$ cat src/rtl/rational_deadline_pacer_macros.svh
// Assertion macros shared by the pacer RTL files.
`ifndef RATIONAL_DEADLINE_PACER_MACROS_SVH
`define RATIONAL_DEADLINE_PACER_MACROS_SVH

// Same-cycle implication, checked on every clock edge outside reset.
`define RDP_ASSERT_IMP(label, ante, cons, msg) \
    label: assert property (@(posedge clk) disable iff (!rst_n) (ante) |-> (cons)) \
        else $error(msg);

// Next-cycle implication, checked on every clock edge outside reset.
`define RDP_ASSERT_NXT(label, ante, cons, msg) \
    label: assert property (@(posedge clk) disable iff (!rst_n) (ante) |=> (cons)) \
        else $error(msg);

`endif

$ cat src/rtl/rdp_pkg.sv
// Shared widths, constants and control structs for the rational deadline pacer.
`default_nettype none

package rdp_pkg;

    // Field and datapath widths.
    localparam int TIME_W    = 63;
    localparam int IDX_W     = 64;
    localparam int RATE_W    = 32;
    localparam int PROD_W    = 128;
    localparam int MUL_CNT_W = 5;
    localparam int DIV_CNT_W = 6;

    // Nanoseconds in one second.
    localparam logic [RATE_W-1:0] NS_PER_SEC = 32'd1000000000;

    // Saturation values.
    localparam logic [TIME_W-1:0] TIME_MAX = '1;
    localparam logic [IDX_W-1:0]  IDX_MAX  = '1;

    // Configuration register indexes.
    localparam logic CFG_RATE_NUM = 1'b0;
    localparam logic CFG_RATE_DEN = 1'b1;

    // Request types.
    localparam logic REQ_RESTART = 1'b0;
    localparam logic REQ_POLL    = 1'b1;

    // Divider start request: long mode yields 64 quotient bits, short mode 63.
    typedef struct packed {
        logic start;
        logic long_mode;
    } rdp_div_req_t;

    // Divider status: done pulses once per request, sat marks an overflowing quotient.
    typedef struct packed {
        logic done;
        logic sat;
    } rdp_div_stat_t;

endpackage

`default_nettype wire

$ cat src/rtl/rdp_mul.sv
// Bit-serial shift-and-add multiplier, one multiplier bit per cycle, MSB first.
`default_nettype none
`include "rational_deadline_pacer_macros.svh"

module rdp_mul (
    input  logic                        clk,
    input  logic                        rst_n,
    input  logic                        start,
    input  logic [rdp_pkg::PROD_W-1:0]  multiplicand,
    input  logic [rdp_pkg::RATE_W-1:0]  multiplier,
    output logic                        done,
    output logic [rdp_pkg::PROD_W-1:0]  product
);
    import rdp_pkg::*;

    logic                 busy_reg;
    logic                 done_reg;
    logic [MUL_CNT_W-1:0] cnt_reg;
    logic [PROD_W-1:0]    acc_reg;
    logic [PROD_W-1:0]    a_reg;
    logic [RATE_W-1:0]    m_reg;

    logic [PROD_W-1:0]    acc_next;
    logic                 last_step;

    // Horner step: double the partial product and add the multiplicand if the bit is set.
    assign acc_next  = {acc_reg[PROD_W-2:0], 1'b0} + (m_reg[RATE_W-1] ? a_reg : '0);
    assign last_step = (cnt_reg == MUL_CNT_W'(RATE_W - 1));

    // Control: busy flag, bit counter and done pulse.
    always_ff @(posedge clk or negedge rst_n)
    begin
        if (!rst_n)
        begin
            busy_reg <= 1'b0;
            done_reg <= 1'b0;
            cnt_reg  <= '0;
        end
        else
        begin
            done_reg <= busy_reg && last_step;
            if (start)
            begin
                busy_reg <= 1'b1;
                cnt_reg  <= '0;
            end
            else if (busy_reg)
            begin
                cnt_reg <= cnt_reg + MUL_CNT_W'(1);
                if (last_step)
                begin
                    busy_reg <= 1'b0;
                end
            end
        end
    end

    // Datapath: operand capture and accumulation.
    always_ff @(posedge clk)
    begin
        if (start)
        begin
            acc_reg <= '0;
            a_reg   <= multiplicand;
            m_reg   <= multiplier;
        end
        else if (busy_reg)
        begin
            acc_reg <= acc_next;
            m_reg   <= {m_reg[RATE_W-2:0], 1'b0};
        end
    end

    assign done    = done_reg;
    assign product = acc_reg;

    `RDP_ASSERT_IMP(a_mul_no_restart, start, !busy_reg, "multiplier started while busy")
    `RDP_ASSERT_NXT(a_mul_done_clean, done_reg, !done_reg, "done pulse not single")
    `RDP_ASSERT_NXT(a_mul_busy_after_start, start, busy_reg, "multiplier did not start")

endmodule

`default_nettype wire

$ cat src/rtl/rdp_div.sv
// Bit-serial restoring divider with quotient overflow detection at start.
`default_nettype none
`include "rational_deadline_pacer_macros.svh"

module rdp_div (
    input  logic                        clk,
    input  logic                        rst_n,
    input  rdp_pkg::rdp_div_req_t       req,
    input  logic [rdp_pkg::PROD_W-1:0]  numerator,
    input  logic [rdp_pkg::IDX_W-1:0]   divisor,
    output rdp_pkg::rdp_div_stat_t      stat,
    output logic [rdp_pkg::IDX_W-1:0]   quotient
);
    import rdp_pkg::*;

    logic                 busy_reg;
    logic                 done_reg;
    logic                 sat_reg;
    logic                 long_reg;
    logic [DIV_CNT_W-1:0] cnt_reg;
    logic [IDX_W-1:0]     divisor_reg;
    logic [IDX_W-1:0]     rem_reg;
    logic [IDX_W-1:0]     low_reg;
    logic [IDX_W-1:0]     quot_reg;

    logic [IDX_W:0]       head;
    logic                 head_sat;
    logic [IDX_W:0]       trial;
    logic [IDX_W:0]       diff;
    logic                 fits;
    logic                 last_step;

    // The numerator bits above the quotient width form the starting remainder.
    // If that part already reaches the divisor, the quotient does not fit.
    assign head     = req.long_mode ? {1'b0, numerator[PROD_W-1:IDX_W]}
                                    : numerator[PROD_W-1:TIME_W];
    assign head_sat = (head >= {1'b0, divisor});

    // One restoring step: shift in the next numerator bit and try to subtract.
    assign trial     = {rem_reg, low_reg[IDX_W-1]};
    assign diff      = trial - {1'b0, divisor_reg};
    assign fits      = (trial >= {1'b0, divisor_reg});
    assign last_step = long_reg ? (cnt_reg == DIV_CNT_W'(IDX_W - 1))
                                : (cnt_reg == DIV_CNT_W'(TIME_W - 1));

    // Control: busy flag, step counter, done pulse and overflow flag.
    always_ff @(posedge clk or negedge rst_n)
    begin
        if (!rst_n)
        begin
            busy_reg <= 1'b0;
            done_reg <= 1'b0;
            sat_reg  <= 1'b0;
            long_reg <= 1'b0;
            cnt_reg  <= '0;
        end
        else
        begin
            done_reg <= 1'b0;
            if (req.start)
            begin
                long_reg <= req.long_mode;
                cnt_reg  <= '0;
                sat_reg  <= head_sat;
                busy_reg <= !head_sat;
                done_reg <= head_sat;
            end
            else if (busy_reg)
            begin
                cnt_reg <= cnt_reg + DIV_CNT_W'(1);
                if (last_step)
                begin
                    busy_reg <= 1'b0;
                    done_reg <= 1'b1;
                end
            end
        end
    end

    // Datapath: remainder, numerator shifter and quotient shifter.
    always_ff @(posedge clk)
    begin
        if (req.start)
        begin
            divisor_reg <= divisor;
            rem_reg     <= head[IDX_W-1:0];
            low_reg     <= req.long_mode ? numerator[IDX_W-1:0]
                                         : {numerator[TIME_W-1:0], 1'b0};
            quot_reg    <= '0;
        end
        else if (busy_reg)
        begin
            rem_reg  <= fits ? diff[IDX_W-1:0] : trial[IDX_W-1:0];
            low_reg  <= {low_reg[IDX_W-2:0], 1'b0};
            quot_reg <= {quot_reg[IDX_W-2:0], fits};
        end
    end

    assign stat.done = done_reg;
    assign stat.sat  = sat_reg;
    assign quotient  = quot_reg;

    `RDP_ASSERT_NXT(a_div_sat_early, req.start && head_sat, done_reg && sat_reg,
        "overflowing quotient not flagged at once")
    `RDP_ASSERT_IMP(a_div_no_restart, req.start, !busy_reg, "divider started while busy")
    `RDP_ASSERT_NXT(a_div_busy_after_start, req.start && !head_sat, busy_reg && !done_reg,
        "divider did not start its steps")

endmodule

`default_nettype wire

$ cat src/rtl/rational_deadline_pacer.sv
// Top level of the rational deadline pacer: sequencer, state and output register.
//
//  Channel   Direction  Handshake            Payload
//  cfg       in         cfg_we               cfg_index, cfg_wdata
//  in        in         in_valid / in_ready  req_type, time_ns
//  out       out        out_valid / out_ready due, frame_index, skip_count,
//                                            target_time
//
// A restart or a poll with an invalid rate goes straight from idle to the emit state.
// A poll that is not due computes one deadline; a due poll also computes the elapsed
// count and the chosen deadline. All work runs one bit per cycle through one shared
// multiplier and one shared divider (63 or 64 quotient bits).
// One item is in work at a time; in_ready is high only while the sequencer is idle.
// The output register holds a result until it is transferred; the next item may be
// accepted and processed meanwhile, and waits only for the free output register.
// Reset clears the rate to zero, the epoch to zero and the next index to one.
`default_nettype none
`include "rational_deadline_pacer_macros.svh"

module rational_deadline_pacer (
    input  logic                        clk,
    input  logic                        rst_n,
    input  logic                        cfg_we,
    input  logic                        cfg_index,
    input  logic [rdp_pkg::RATE_W-1:0]  cfg_wdata,
    input  logic                        in_valid,
    output logic                        in_ready,
    input  logic                        req_type,
    input  logic [rdp_pkg::TIME_W-1:0]  time_ns,
    output logic                        out_valid,
    input  logic                        out_ready,
    output logic                        due,
    output logic [rdp_pkg::IDX_W-1:0]   frame_index,
    output logic [rdp_pkg::IDX_W-1:0]   skip_count,
    output logic [rdp_pkg::TIME_W-1:0]  target_time
);
    import rdp_pkg::*;

    typedef enum logic [3:0] {
        S_IDLE,
        S_DL_START,
        S_DL_MUL1,
        S_DL_MUL2,
        S_DL_DIV,
        S_DL_ADD,
        S_DL_CMP,
        S_K_MUL,
        S_CNT_MUL,
        S_CNT_DIV,
        S_SEL,
        S_EMIT
    } state_t;

    // State and registered outputs.
    state_t              state_reg,     state_next;
    logic [RATE_W-1:0]   rate_num_reg,  rate_num_next;
    logic [RATE_W-1:0]   rate_den_reg,  rate_den_next;
    logic [TIME_W-1:0]   epoch_reg,     epoch_next;
    logic [IDX_W-1:0]    next_idx_reg,  next_idx_next;
    logic [TIME_W-1:0]   now_reg,       now_next;
    logic [IDX_W-1:0]    idx_reg,       idx_next;
    logic                second_reg,    second_next;
    logic                due_flag_reg,  due_flag_next;
    logic [TIME_W-1:0]   off_reg,       off_next;
    logic [TIME_W-1:0]   dl_reg,        dl_next;
    logic [TIME_W-1:0]   elapsed_reg,   elapsed_next;
    logic [IDX_W-1:0]    k_reg,         k_next;
    logic [IDX_W-1:0]    count_reg,     count_next;
    logic                out_valid_reg, out_valid_next;
    logic                due_reg,       due_next;
    logic [IDX_W-1:0]    index_reg,     index_next;
    logic [IDX_W-1:0]    missed_reg,    missed_next;
    logic [TIME_W-1:0]   sched_reg,     sched_next;

    // Shared arithmetic units.
    logic                mul_start;
    logic [PROD_W-1:0]   mul_a;
    logic [RATE_W-1:0]   mul_m;
    logic                mul_done;
    logic [PROD_W-1:0]   mul_product;
    rdp_div_req_t        div_req;
    logic [IDX_W-1:0]    div_divisor;
    rdp_div_stat_t       div_stat;
    logic [IDX_W-1:0]    div_quotient;

    logic [TIME_W:0]     dl_sum;
    logic                in_xfer;
    logic                emit_fire;

    rdp_mul u_mul (
        .clk          (clk),
        .rst_n        (rst_n),
        .start        (mul_start),
        .multiplicand (mul_a),
        .multiplier   (mul_m),
        .done         (mul_done),
        .product      (mul_product)
    );

    rdp_div u_div (
        .clk       (clk),
        .rst_n     (rst_n),
        .req       (div_req),
        .numerator (mul_product),
        .divisor   (div_divisor),
        .stat      (div_stat),
        .quotient  (div_quotient)
    );

    assign in_ready  = (state_reg == S_IDLE);
    assign in_xfer   = in_valid && in_ready;
    assign emit_fire = (state_reg == S_EMIT) && (!out_valid_reg || out_ready);

    // Deadline time is the epoch plus the offset, held at the largest time value.
    assign dl_sum = {1'b0, epoch_reg} + {1'b0, off_reg};

    // Sequencer and next-state logic.
    always_comb
    begin
        state_next     = state_reg;
        rate_num_next  = rate_num_reg;
        rate_den_next  = rate_den_reg;
        epoch_next     = epoch_reg;
        next_idx_next  = next_idx_reg;
        now_next       = now_reg;
        idx_next       = idx_reg;
        second_next    = second_reg;
        due_flag_next  = due_flag_reg;
        off_next       = off_reg;
        dl_next        = dl_reg;
        elapsed_next   = elapsed_reg;
        k_next         = k_reg;
        count_next     = count_reg;
        out_valid_next = out_valid_reg;
        due_next       = due_reg;
        index_next     = index_reg;
        missed_next    = missed_reg;
        sched_next     = sched_reg;

        mul_start         = 1'b0;
        mul_a             = '0;
        mul_m             = '0;
        div_req.start     = 1'b0;
        div_req.long_mode = 1'b0;
        div_divisor       = '0;

        // Configuration writes.
        if (cfg_we)
        begin
            case (cfg_index)
                CFG_RATE_NUM: rate_num_next = cfg_wdata;
                CFG_RATE_DEN: rate_den_next = cfg_wdata;
                default:      rate_num_next = rate_num_reg;
            endcase
        end

        // The output register empties on a transfer.
        if (out_valid_reg && out_ready)
        begin
            out_valid_next = 1'b0;
        end

        case (state_reg)
            S_IDLE:
            begin
                if (in_xfer)
                begin
                    now_next      = time_ns;
                    due_flag_next = 1'b0;
                    second_next   = 1'b0;
                    idx_next      = next_idx_reg;
                    if (req_type == REQ_RESTART)
                    begin
                        epoch_next    = time_ns;
                        next_idx_next = IDX_W'(1);
                        state_next    = S_EMIT;
                    end
                    else if (rate_num_reg == '0 || rate_den_reg == '0)
                    begin
                        state_next = S_EMIT;
                    end
                    else
                    begin
                        state_next = S_DL_START;
                    end
                end
            end

            // Deadline offset: index * den * 1e9 / num.
            S_DL_START:
            begin
                mul_start  = 1'b1;
                mul_a      = PROD_W'(idx_reg);
                mul_m      = rate_den_reg;
                state_next = S_DL_MUL1;
            end

            S_DL_MUL1:
            begin
                if (mul_done)
                begin
                    mul_start  = 1'b1;
                    mul_a      = mul_product;
                    mul_m      = NS_PER_SEC;
                    state_next = S_DL_MUL2;
                end
            end

            S_DL_MUL2:
            begin
                if (mul_done)
                begin
                    div_req.start     = 1'b1;
                    div_req.long_mode = 1'b0;
                    div_divisor       = IDX_W'(rate_num_reg);
                    state_next        = S_DL_DIV;
                end
            end

            S_DL_DIV:
            begin
                if (div_stat.done)
                begin
                    off_next   = div_stat.sat ? TIME_MAX : div_quotient[TIME_W-1:0];
                    state_next = S_DL_ADD;
                end
            end

            S_DL_ADD:
            begin
                dl_next    = dl_sum[TIME_W] ? TIME_MAX : dl_sum[TIME_W-1:0];
                state_next = S_DL_CMP;
            end

            // First pass decides whether the poll is due; second pass ends the item.
            S_DL_CMP:
            begin
                if (second_reg)
                begin
                    due_flag_next = 1'b1;
                    state_next    = S_EMIT;
                end
                else if (now_reg < dl_reg)
                begin
                    state_next = S_EMIT;
                end
                else
                begin
                    elapsed_next = now_reg - epoch_reg;
                    mul_start    = 1'b1;
                    mul_a        = PROD_W'(NS_PER_SEC);
                    mul_m        = rate_den_reg;
                    state_next   = S_K_MUL;
                end
            end

            // Elapsed deadline count: elapsed * num / (1e9 * den).
            S_K_MUL:
            begin
                if (mul_done)
                begin
                    k_next     = mul_product[IDX_W-1:0];
                    mul_start  = 1'b1;
                    mul_a      = PROD_W'(elapsed_reg);
                    mul_m      = rate_num_reg;
                    state_next = S_CNT_MUL;
                end
            end

            S_CNT_MUL:
            begin
                if (mul_done)
                begin
                    div_req.start     = 1'b1;
                    div_req.long_mode = 1'b1;
                    div_divisor       = k_reg;
                    state_next        = S_CNT_DIV;
                end
            end

            S_CNT_DIV:
            begin
                if (div_stat.done)
                begin
                    count_next = div_stat.sat ? IDX_MAX : div_quotient;
                    state_next = S_SEL;
                end
            end

            // Select the later of the next index and the elapsed count.
            S_SEL:
            begin
                idx_next    = (count_reg > next_idx_reg) ? count_reg : next_idx_reg;
                second_next = 1'b1;
                state_next  = S_DL_START;
            end

            // Load the output register once it is free.
            S_EMIT:
            begin
                if (emit_fire)
                begin
                    out_valid_next = 1'b1;
                    due_next       = due_flag_reg;
                    if (due_flag_reg)
                    begin
                        index_next    = idx_reg;
                        missed_next   = idx_reg - next_idx_reg;
                        sched_next    = dl_reg;
                        next_idx_next = idx_reg + IDX_W'(1);
                    end
                    else
                    begin
                        index_next  = '0;
                        missed_next = '0;
                        sched_next  = '0;
                    end
                    state_next = S_IDLE;
                end
            end

            default:
            begin
                state_next = S_IDLE;
            end
        endcase
    end

    // State and registered outputs.
    always_ff @(posedge clk or negedge rst_n)
    begin
        if (!rst_n)
        begin
            state_reg     <= S_IDLE;
            rate_num_reg  <= '0;
            rate_den_reg  <= '0;
            epoch_reg     <= '0;
            next_idx_reg  <= IDX_W'(1);
            now_reg       <= '0;
            idx_reg       <= '0;
            second_reg    <= 1'b0;
            due_flag_reg  <= 1'b0;
            off_reg       <= '0;
            dl_reg        <= '0;
            elapsed_reg   <= '0;
            k_reg         <= '0;
            count_reg     <= '0;
            out_valid_reg <= 1'b0;
            due_reg       <= 1'b0;
            index_reg     <= '0;
            missed_reg    <= '0;
            sched_reg     <= '0;
        end
        else
        begin
            state_reg     <= state_next;
            rate_num_reg  <= rate_num_next;
            rate_den_reg  <= rate_den_next;
            epoch_reg     <= epoch_next;
            next_idx_reg  <= next_idx_next;
            now_reg       <= now_next;
            idx_reg       <= idx_next;
            second_reg    <= second_next;
            due_flag_reg  <= due_flag_next;
            off_reg       <= off_next;
            dl_reg        <= dl_next;
            elapsed_reg   <= elapsed_next;
            k_reg         <= k_next;
            count_reg     <= count_next;
            out_valid_reg <= out_valid_next;
            due_reg       <= due_next;
            index_reg     <= index_next;
            missed_reg    <= missed_next;
            sched_reg     <= sched_next;
        end
    end

    assign out_valid   = out_valid_reg;
    assign due         = due_reg;
    assign frame_index = index_reg;
    assign skip_count  = missed_reg;
    assign target_time = sched_reg;

    `RDP_ASSERT_IMP(a_not_due_zero, out_valid && !due,
        frame_index == '0 && skip_count == '0 && target_time == '0,
        "result that is not due carries nonzero fields")
    `RDP_ASSERT_IMP(a_mul_done_expected, mul_done,
        state_reg == S_DL_MUL1 || state_reg == S_DL_MUL2 ||
        state_reg == S_K_MUL || state_reg == S_CNT_MUL,
        "product arrived in a state that does not wait for it")
    `RDP_ASSERT_NXT(a_out_hold, out_valid && !out_ready,
        out_valid && $stable(due) && $stable(frame_index) && $stable(skip_count) &&
        $stable(target_time),
        "waiting result changed before its transfer")

endmodule

`default_nettype wire

$ cat config.mk
export PLATFORM = sky130hd
export DESIGN_NAME = rational_deadline_pacer
export DESIGN_NICKNAME = d
export VERILOG_FILES = /design/src/rtl/rdp_pkg.sv /design/src/rtl/rdp_mul.sv /design/src/rtl/rdp_div.sv /design/src/rtl/rational_deadline_pacer.sv
export VERILOG_INCLUDE_DIRS = /design/src /design/src/rtl
export SDC_FILE = /design/constraint.sdc
export NUM_CORES = 2
export LEC_CHECK = 0
export ABC_AREA = 1
export BUFFER_PORTS_ARGS = -buffer_cell sky130_fd_sc_hd__buf_4
export CORE_ASPECT_RATIO = 0.9
export CORE_MARGIN = 2
export CORE_UTILIZATION = 50
export CTS_CLUSTER_SIZE = 25
export DETAILED_ROUTE_END_ITERATION = 12
export PLACE_DENSITY = 0.76
export SLEW_MARGIN = 20
export SYNTH_ARGS = -nofsm -noshare
export SYNTH_HDL_FRONTEND = slang
export SYNTH_SLANG_ARGS = --single-unit
$ cat constraint.sdc
create_clock -name clk -period 5.6 [get_ports clk]
set_clock_uncertainty 0.1 [all_clocks]
set_input_delay 0.84 -clock clk [delete_from_list [all_inputs] [get_ports clk]]
set_output_delay 0.84 -clock clk [all_outputs]
set_load 0.02 [all_outputs]
======== After elaboration in Yosys (flattened, before gate mapping) ========
Index checks and enable logic that the tools add are counted.
storage, ports and cells
  bits in registers ....................... 1,395
  latch bits .............................. 0
  RAM bits ................................ 0
  memory bits (read-only) ................. 0
  bits of input ports ..................... 102
  logic and storage cells ................. 183
  memories kept ........................... 0
operators by class
  add/sub/neg operators ................... 8
  multipliers ............................. 0
  divide/modulo/power cells ............... 0
  magnitude comparators ................... 4
  equal/unequal tests ..................... 25
  shift operators ......................... 0
  muxes and demuxes ....................... 78
  bitwise operators ....................... 4
  reduce and logical (&&, ||, !) cells .... 30
operators by type and width
  kind                     count
  $mux W64                 16
  $pmux W128 S4            1
  $pmux W64 S2             3
  $mux W128                2
  $mux W63                 4
  $mux W32                 6
  $ge A65 B64 Y1           2
  $add A128 B128 Y128      1
  $pmux W32 S4             1
  $sub A64 B64 Y64         2
  $mux W30                 3
  $mux W65                 1
  $add A63 B63 Y64         1
  $add A64 B1 Y64 const B  1
  $gt A64 B64 Y1           1
  $logic_not A32 Y1        2
  $lt A63 B63 Y1           1
  $sub A63 B63 Y63         1
  $mux W4                  12
  $pmux W4 S12             1
  $mux W1                  18
  $eq A4 B3 Y1 const B     4
  $eq A4 B4 Y1 const B     4
  $reduce_and A2 Y1        8
  24 further kinds         53

======== Depth between registers and ports, before layout ========
  depth after elaboration ................. 6
  mapped depth ............................ 22
  gate-level depth less buffers ........... 20

======== By module ========
From an unflattened synthesis, not the netlist that was laid out.
second synthesis, totals
  cell total of the unflattened synthesis .. 15,113
  area total of the unflattened synthesis .. 99,937.1 um^2
modules (own cells, without submodules)
  module                   times used  cells an instance  area each (um^2)  sequential area each (um^2)
  rational_deadline_pacer  1           8,007              55,508.2          20,871.3
  rdp_mul                  1           4,119              24,234.5          7,542.2
  rdp_div                  1           2,987              20,194.4          7,297.0

======== Least setup slack after synthesis ========
Ideal clock, no wire load.
  path kind ............................... flip-flop to flip-flop
  start ................................... register state_reg[3]
  end ..................................... register u_div.low_reg[0] (enable)
  setup time .............................. 0.544 ns
  data arrival time ....................... 4.789 ns
  required time ........................... 4.956 ns
  path slack .............................. 0.167 ns
  cell stages (with the launch flop) ...... 8
  path buffers ............................ 2
  clock period less this slack ............ 5.433 ns
  cells stage by stage .................... dfrtp_1 > nor2_1 > inv_2 > nor2_1 > o21ai_1 > buf_2 > nand2_1 > clkbuf_1
on the way
  word-level cells in the longest chain between the ends .. 3
ends and longest elaborated chain
  what                                          line                            RTL
  start: declaration                            rational_deadline_pacer.sv:55   state_t state_reg, state_next;
  start signal: assignment                      rational_deadline_pacer.sv:356  state_reg <= state_next;
  $eq A4 B4 Y1 or $eq A4 B2 Y1 (tied branches)  rational_deadline_pacer.sv:163  case (state_reg)
  $pmux W2 S2 *                                 rational_deadline_pacer.sv:163
  $reduce_bool A2 Y1 (no line) *                n/a
  end signal: assignment                        rdp_div.sv:87                   low_reg <= req.long_mode ? numerator[IDX_W-1:0]
  end signal: assignment                        rdp_div.sv:94                   low_reg <= {low_reg[IDX_W-2:0], 1'b0};
  end: declaration                              rdp_div.sv:23                   logic [IDX_W-1:0] low_reg;
Every way passes the cells marked *; elsewhere a longest branch is shown, timed or not.
A chain may end at the register's enable or synchronous reset.

======== Final worst setup path ========
  start ................................... register state_reg[1]
  end ..................................... register u_div.done_reg
on the way
  word-level cells in the longest chain between the ends .. 5
ends and longest elaborated chain
  what                                          line                            RTL
  $eq A4 B4 Y1 or $eq A4 B2 Y1 (tied branches)  rational_deadline_pacer.sv:163
  $pmux W2 S2                                   rational_deadline_pacer.sv:163
  $mux W65                                      rdp_div.sv:35                   assign head = req.long_mode ? {1'b0, numerator[PROD_W-1:IDX_W]}
  $ge A65 B64 Y1                                rdp_div.sv:37                   assign head_sat = (head >= {1'b0, divisor});
  $mux W1 *                                     rdp_div.sv:60                   if (req.start)
  end signal: assignment                        rdp_div.sv:66                   done_reg <= head_sat;
  end: declaration                              rdp_div.sv:17                   logic done_reg;
Marked as above.

==> metrics.txt <==
status=finished clean; Yosys top cell by area=dfrtp_1; Synth Register Bits=about 1.4k; minimum clock period=between 4 and 5 ns; Most used DFF post-synth=dfrtp_1; clk_lat worst skew=0.85 ns; CTS tree=done; gpl congestion=1.111; Final Hold Slack=0.1717 ns; R2R Setup Slk=about 1.2 ns; CTS root buf=clkbuf_16; syn_nets=between 15k and 20k; ANT nets after route=0; TritonCTS Buffers=154; Post-synth ARST share=0.6100; # clock sinks=between 1k and 1.5k; reg-to-reg endpoint=u_div.done_reg$_DFF_PN0_; first-pass GRT wire length=618100 µm; critical path arrival=5.02 ns; Tot GR Track Use=0.4190; htree depth=4; relative slew slack=0.1479; Reg power frac=0.484; top cells by area, synth=dfrtp_1 (22%), nand2_1 (19%), edfxtp_1 (11%); clk slew on worst S/H paths=0.06 ns; crit path launch=state_reg[1]$_DFFE_PN0P_; setup TNS=0 ns; final period utilization=0.7783; internal power=16.69 mW; Overflow after GRT=0; fin util=0.5538; end of the critical path=u_div.done_reg$_DFF_PN0_; core footprint=195600 µm²; vias in the first global route=92.79k; initial core utilization=0.5024; net switching power=5.177 mW; worst-path fanout max=73; Post-synth top cells=nand2_1 (4861), inv_1 (2581), nor2_1 (1306); Vias=about 99k; final WL=428700 µm; CP Capture Type=flip-flop; Sw Share=0.2368; Syn Inst Count=14.76k; final setup vio count=0; Hold Path Class=input port to flip-flop; unrepaired setup endpoints after global routing=false; I/O Buffers=just under 300; Max IR drop VDD=0.0003176 V; Synthesis Warnings=0; RR Startpoint=state_reg[1]$_DFFE_PN0P_; sequential cell area fraction in the yosys report=0.3635; Cells after DPL=17.32k; number of remaining DRC errors=0; R2R cell count=15; post-DP HPWL=352300 µm; final hold vios=0; non-filler cells, final=roughly 18k; routed length per instance=24.32 µm; most common cell in the netlist=nand2_1; worst endpoint required time=6.26 ns; crit start category=flip-flop; Clk network pwr share=0.487; Row Count=154; Cell Area, Placed=103000 µm²; Synth Cell Area=98250 µm²; fin area=roughly 110000 µm²; synth-to-layout area growth=10.24%; Yosys top cell area share=0.2165; initial antenna violation count=32; DR iter-0 viols=~12k; Leak=58.17 nW; FILL cells=19.46k; width of the chip=around 470 µm; Via density=5.612; Max Buffers Root-to-Sink=3; die area=~200000 µm²; max-slew violations=0; max-cap violations=0; Worst Tran Pin Value=1.268 ns; I/O pin total=296; share of cells above drive strength 1=0.05514; Setup Crit Path Kind=flip-flop to flip-flop; largest net degree at the start of global routing=162; # Post-CTS Setup Buffers=0; max frequency=229.4 MHz; Final #Nets=15.58k; number of synthesized flops with an enable pin=352; PD cells=201.9 nW/µm²; Logic pwr share=0.029; Synth Area per Inst=6.655 µm²; number of distinct library cells after synthesis=a little under 60; die height=around 420 µm; First-pass DRT Iterations=7
[placed cells by master, fill, tap and decap left out, types with 21 or more instances in the layout]
master,instances
nand2_1,4853
inv_1,2578
nor2_1,1302
o21ai_0,1009
dfrtp_1,849
a21oi_1,734
nand3_1,669
ha_1,572
buf_4,366
edfxtp_1,352
dfxtp_1,192
nand4_1,185
clkbuf_16,155
o22ai_1,140
nor3_1,121
nand3b_1,97
o21ai_1,82
xor2_1,63
xnor2_1,62
o21bai_1,57
o221ai_1,50
nor4_1,48
or2_2,42
clkbuf_1,40
mux2_2,38
a21o_1,28
inv_2,26
mux2_1,24
clkinv_2,22
diode_2,21
buf_12,21
[metal layers]
layer | vias up | share of wire | wire length (µm) | global-route usage
met5 | - | 0.00035 | 149 | 0
met2 | 4944 | 0.42 | 180600 | 0.6250
met4 | 24 | 0.075 | 32070 | 0.2646
li1 | 47040 | - | - | -
met3 | 981 | 0.10 | 44570 | 0.1087
met1 | 45940 | 0.40 | 171400 | 0.5415
[worst min path at each step]
stage	slack (ns)	startpoint	end	depth (start not counted)
final	0.17	time_ns[16]	epoch_reg[16]$_DFFE_PN0P_	3
after global routing	0.18	time_ns[16]	now_reg[16]$_DFFE_PN0P_	3
after CTS	0.15	time_ns[34]	now_reg[34]$_DFFE_PN0P_	3
after detailed placement	0.36	dl_reg[56]$_DFFE_PN0P_	dl_reg[56]$_DFFE_PN0P_	2
after global placement	0.36	dl_reg[51]$_DFFE_PN0P_	dl_reg[51]$_DFFE_PN0P_	2
after floorplan	0.35	u_div.quotient[63]$_SDFFE_PP0P_	u_div.quotient[63]$_SDFFE_PP0P_	2
[kinds of logic after synthesis]
group / share of synthesized area
XOR/XNOR: 0.01114
flip-flops: 0.3635
adder cells (fa/ha/maj): 0.07386
AND/OR/NAND/NOR: 0.3077
AO/OA/AOI/OAI: 0.1182
multiplexers: 0.007106
buffers and inverters: 0.1186
[worst max-delay path, stage by stage (launching register included)]
cell     delay [ns]
dfrtp_1        0.42
inv_1          0.12
nand2_1        0.16
nor2_1         0.45
nand2_8        0.30
buf_4          0.47
o21ai_0        0.65
ha_1           0.24
nand4_1        0.12
nor4_1         0.57
nand2_1        0.16
nor2_1         0.12
nand2_1        0.08
nand4_1        0.14
nand2_1        0.08
nand2_1        0.07
[metrics by stage]
step | setup slack, ns | power [mW]
floorplan | 0.1675 | 11.00
global route | 0.9777 | 22.38
global placement | 1.346 | 11.40
CTS | 1.287 | 21.89
detailed placement | 1.298 | 11.41
finish | 1.242 | 21.87
[cell type report]
cell class / count / area (µm²) / area share
inverters: 2611 / 9821 / 0.09067
well taps: 2574 / 3221 / 0.02973
flip-flops and latches: 1395 / 35710 / 0.3297
repair buffers: 390 / 3204 / 0.02958
multi-input cells: 10350 / 51040 / 0.4712
clock buffers: 210 / 4229 / 0.03904
clock inverters: 77 / 1036 / 0.009565
diodes: 21 / 52.55 / 0.0004852
[power by group through the flow]
stage                     clock, mW  sequential [mW]  combinational [mW]
final                          10.6             10.6               0.634
after global routing           11.1             10.6               0.696
after CTS                      10.7             10.6               0.634
after detailed placement          0             10.8               0.631
after global placement            0             10.8               0.619
after floorplan                   0             10.8               0.186
[what timing repair did]
item,in CTS,in global routing
endpoints found under the setup margin,0,0
resized for setup,0,0
hold buffers,1,0
endpoints found under the hold margin,60,0
Note: power is estimated with default switching activity, not from simulation.
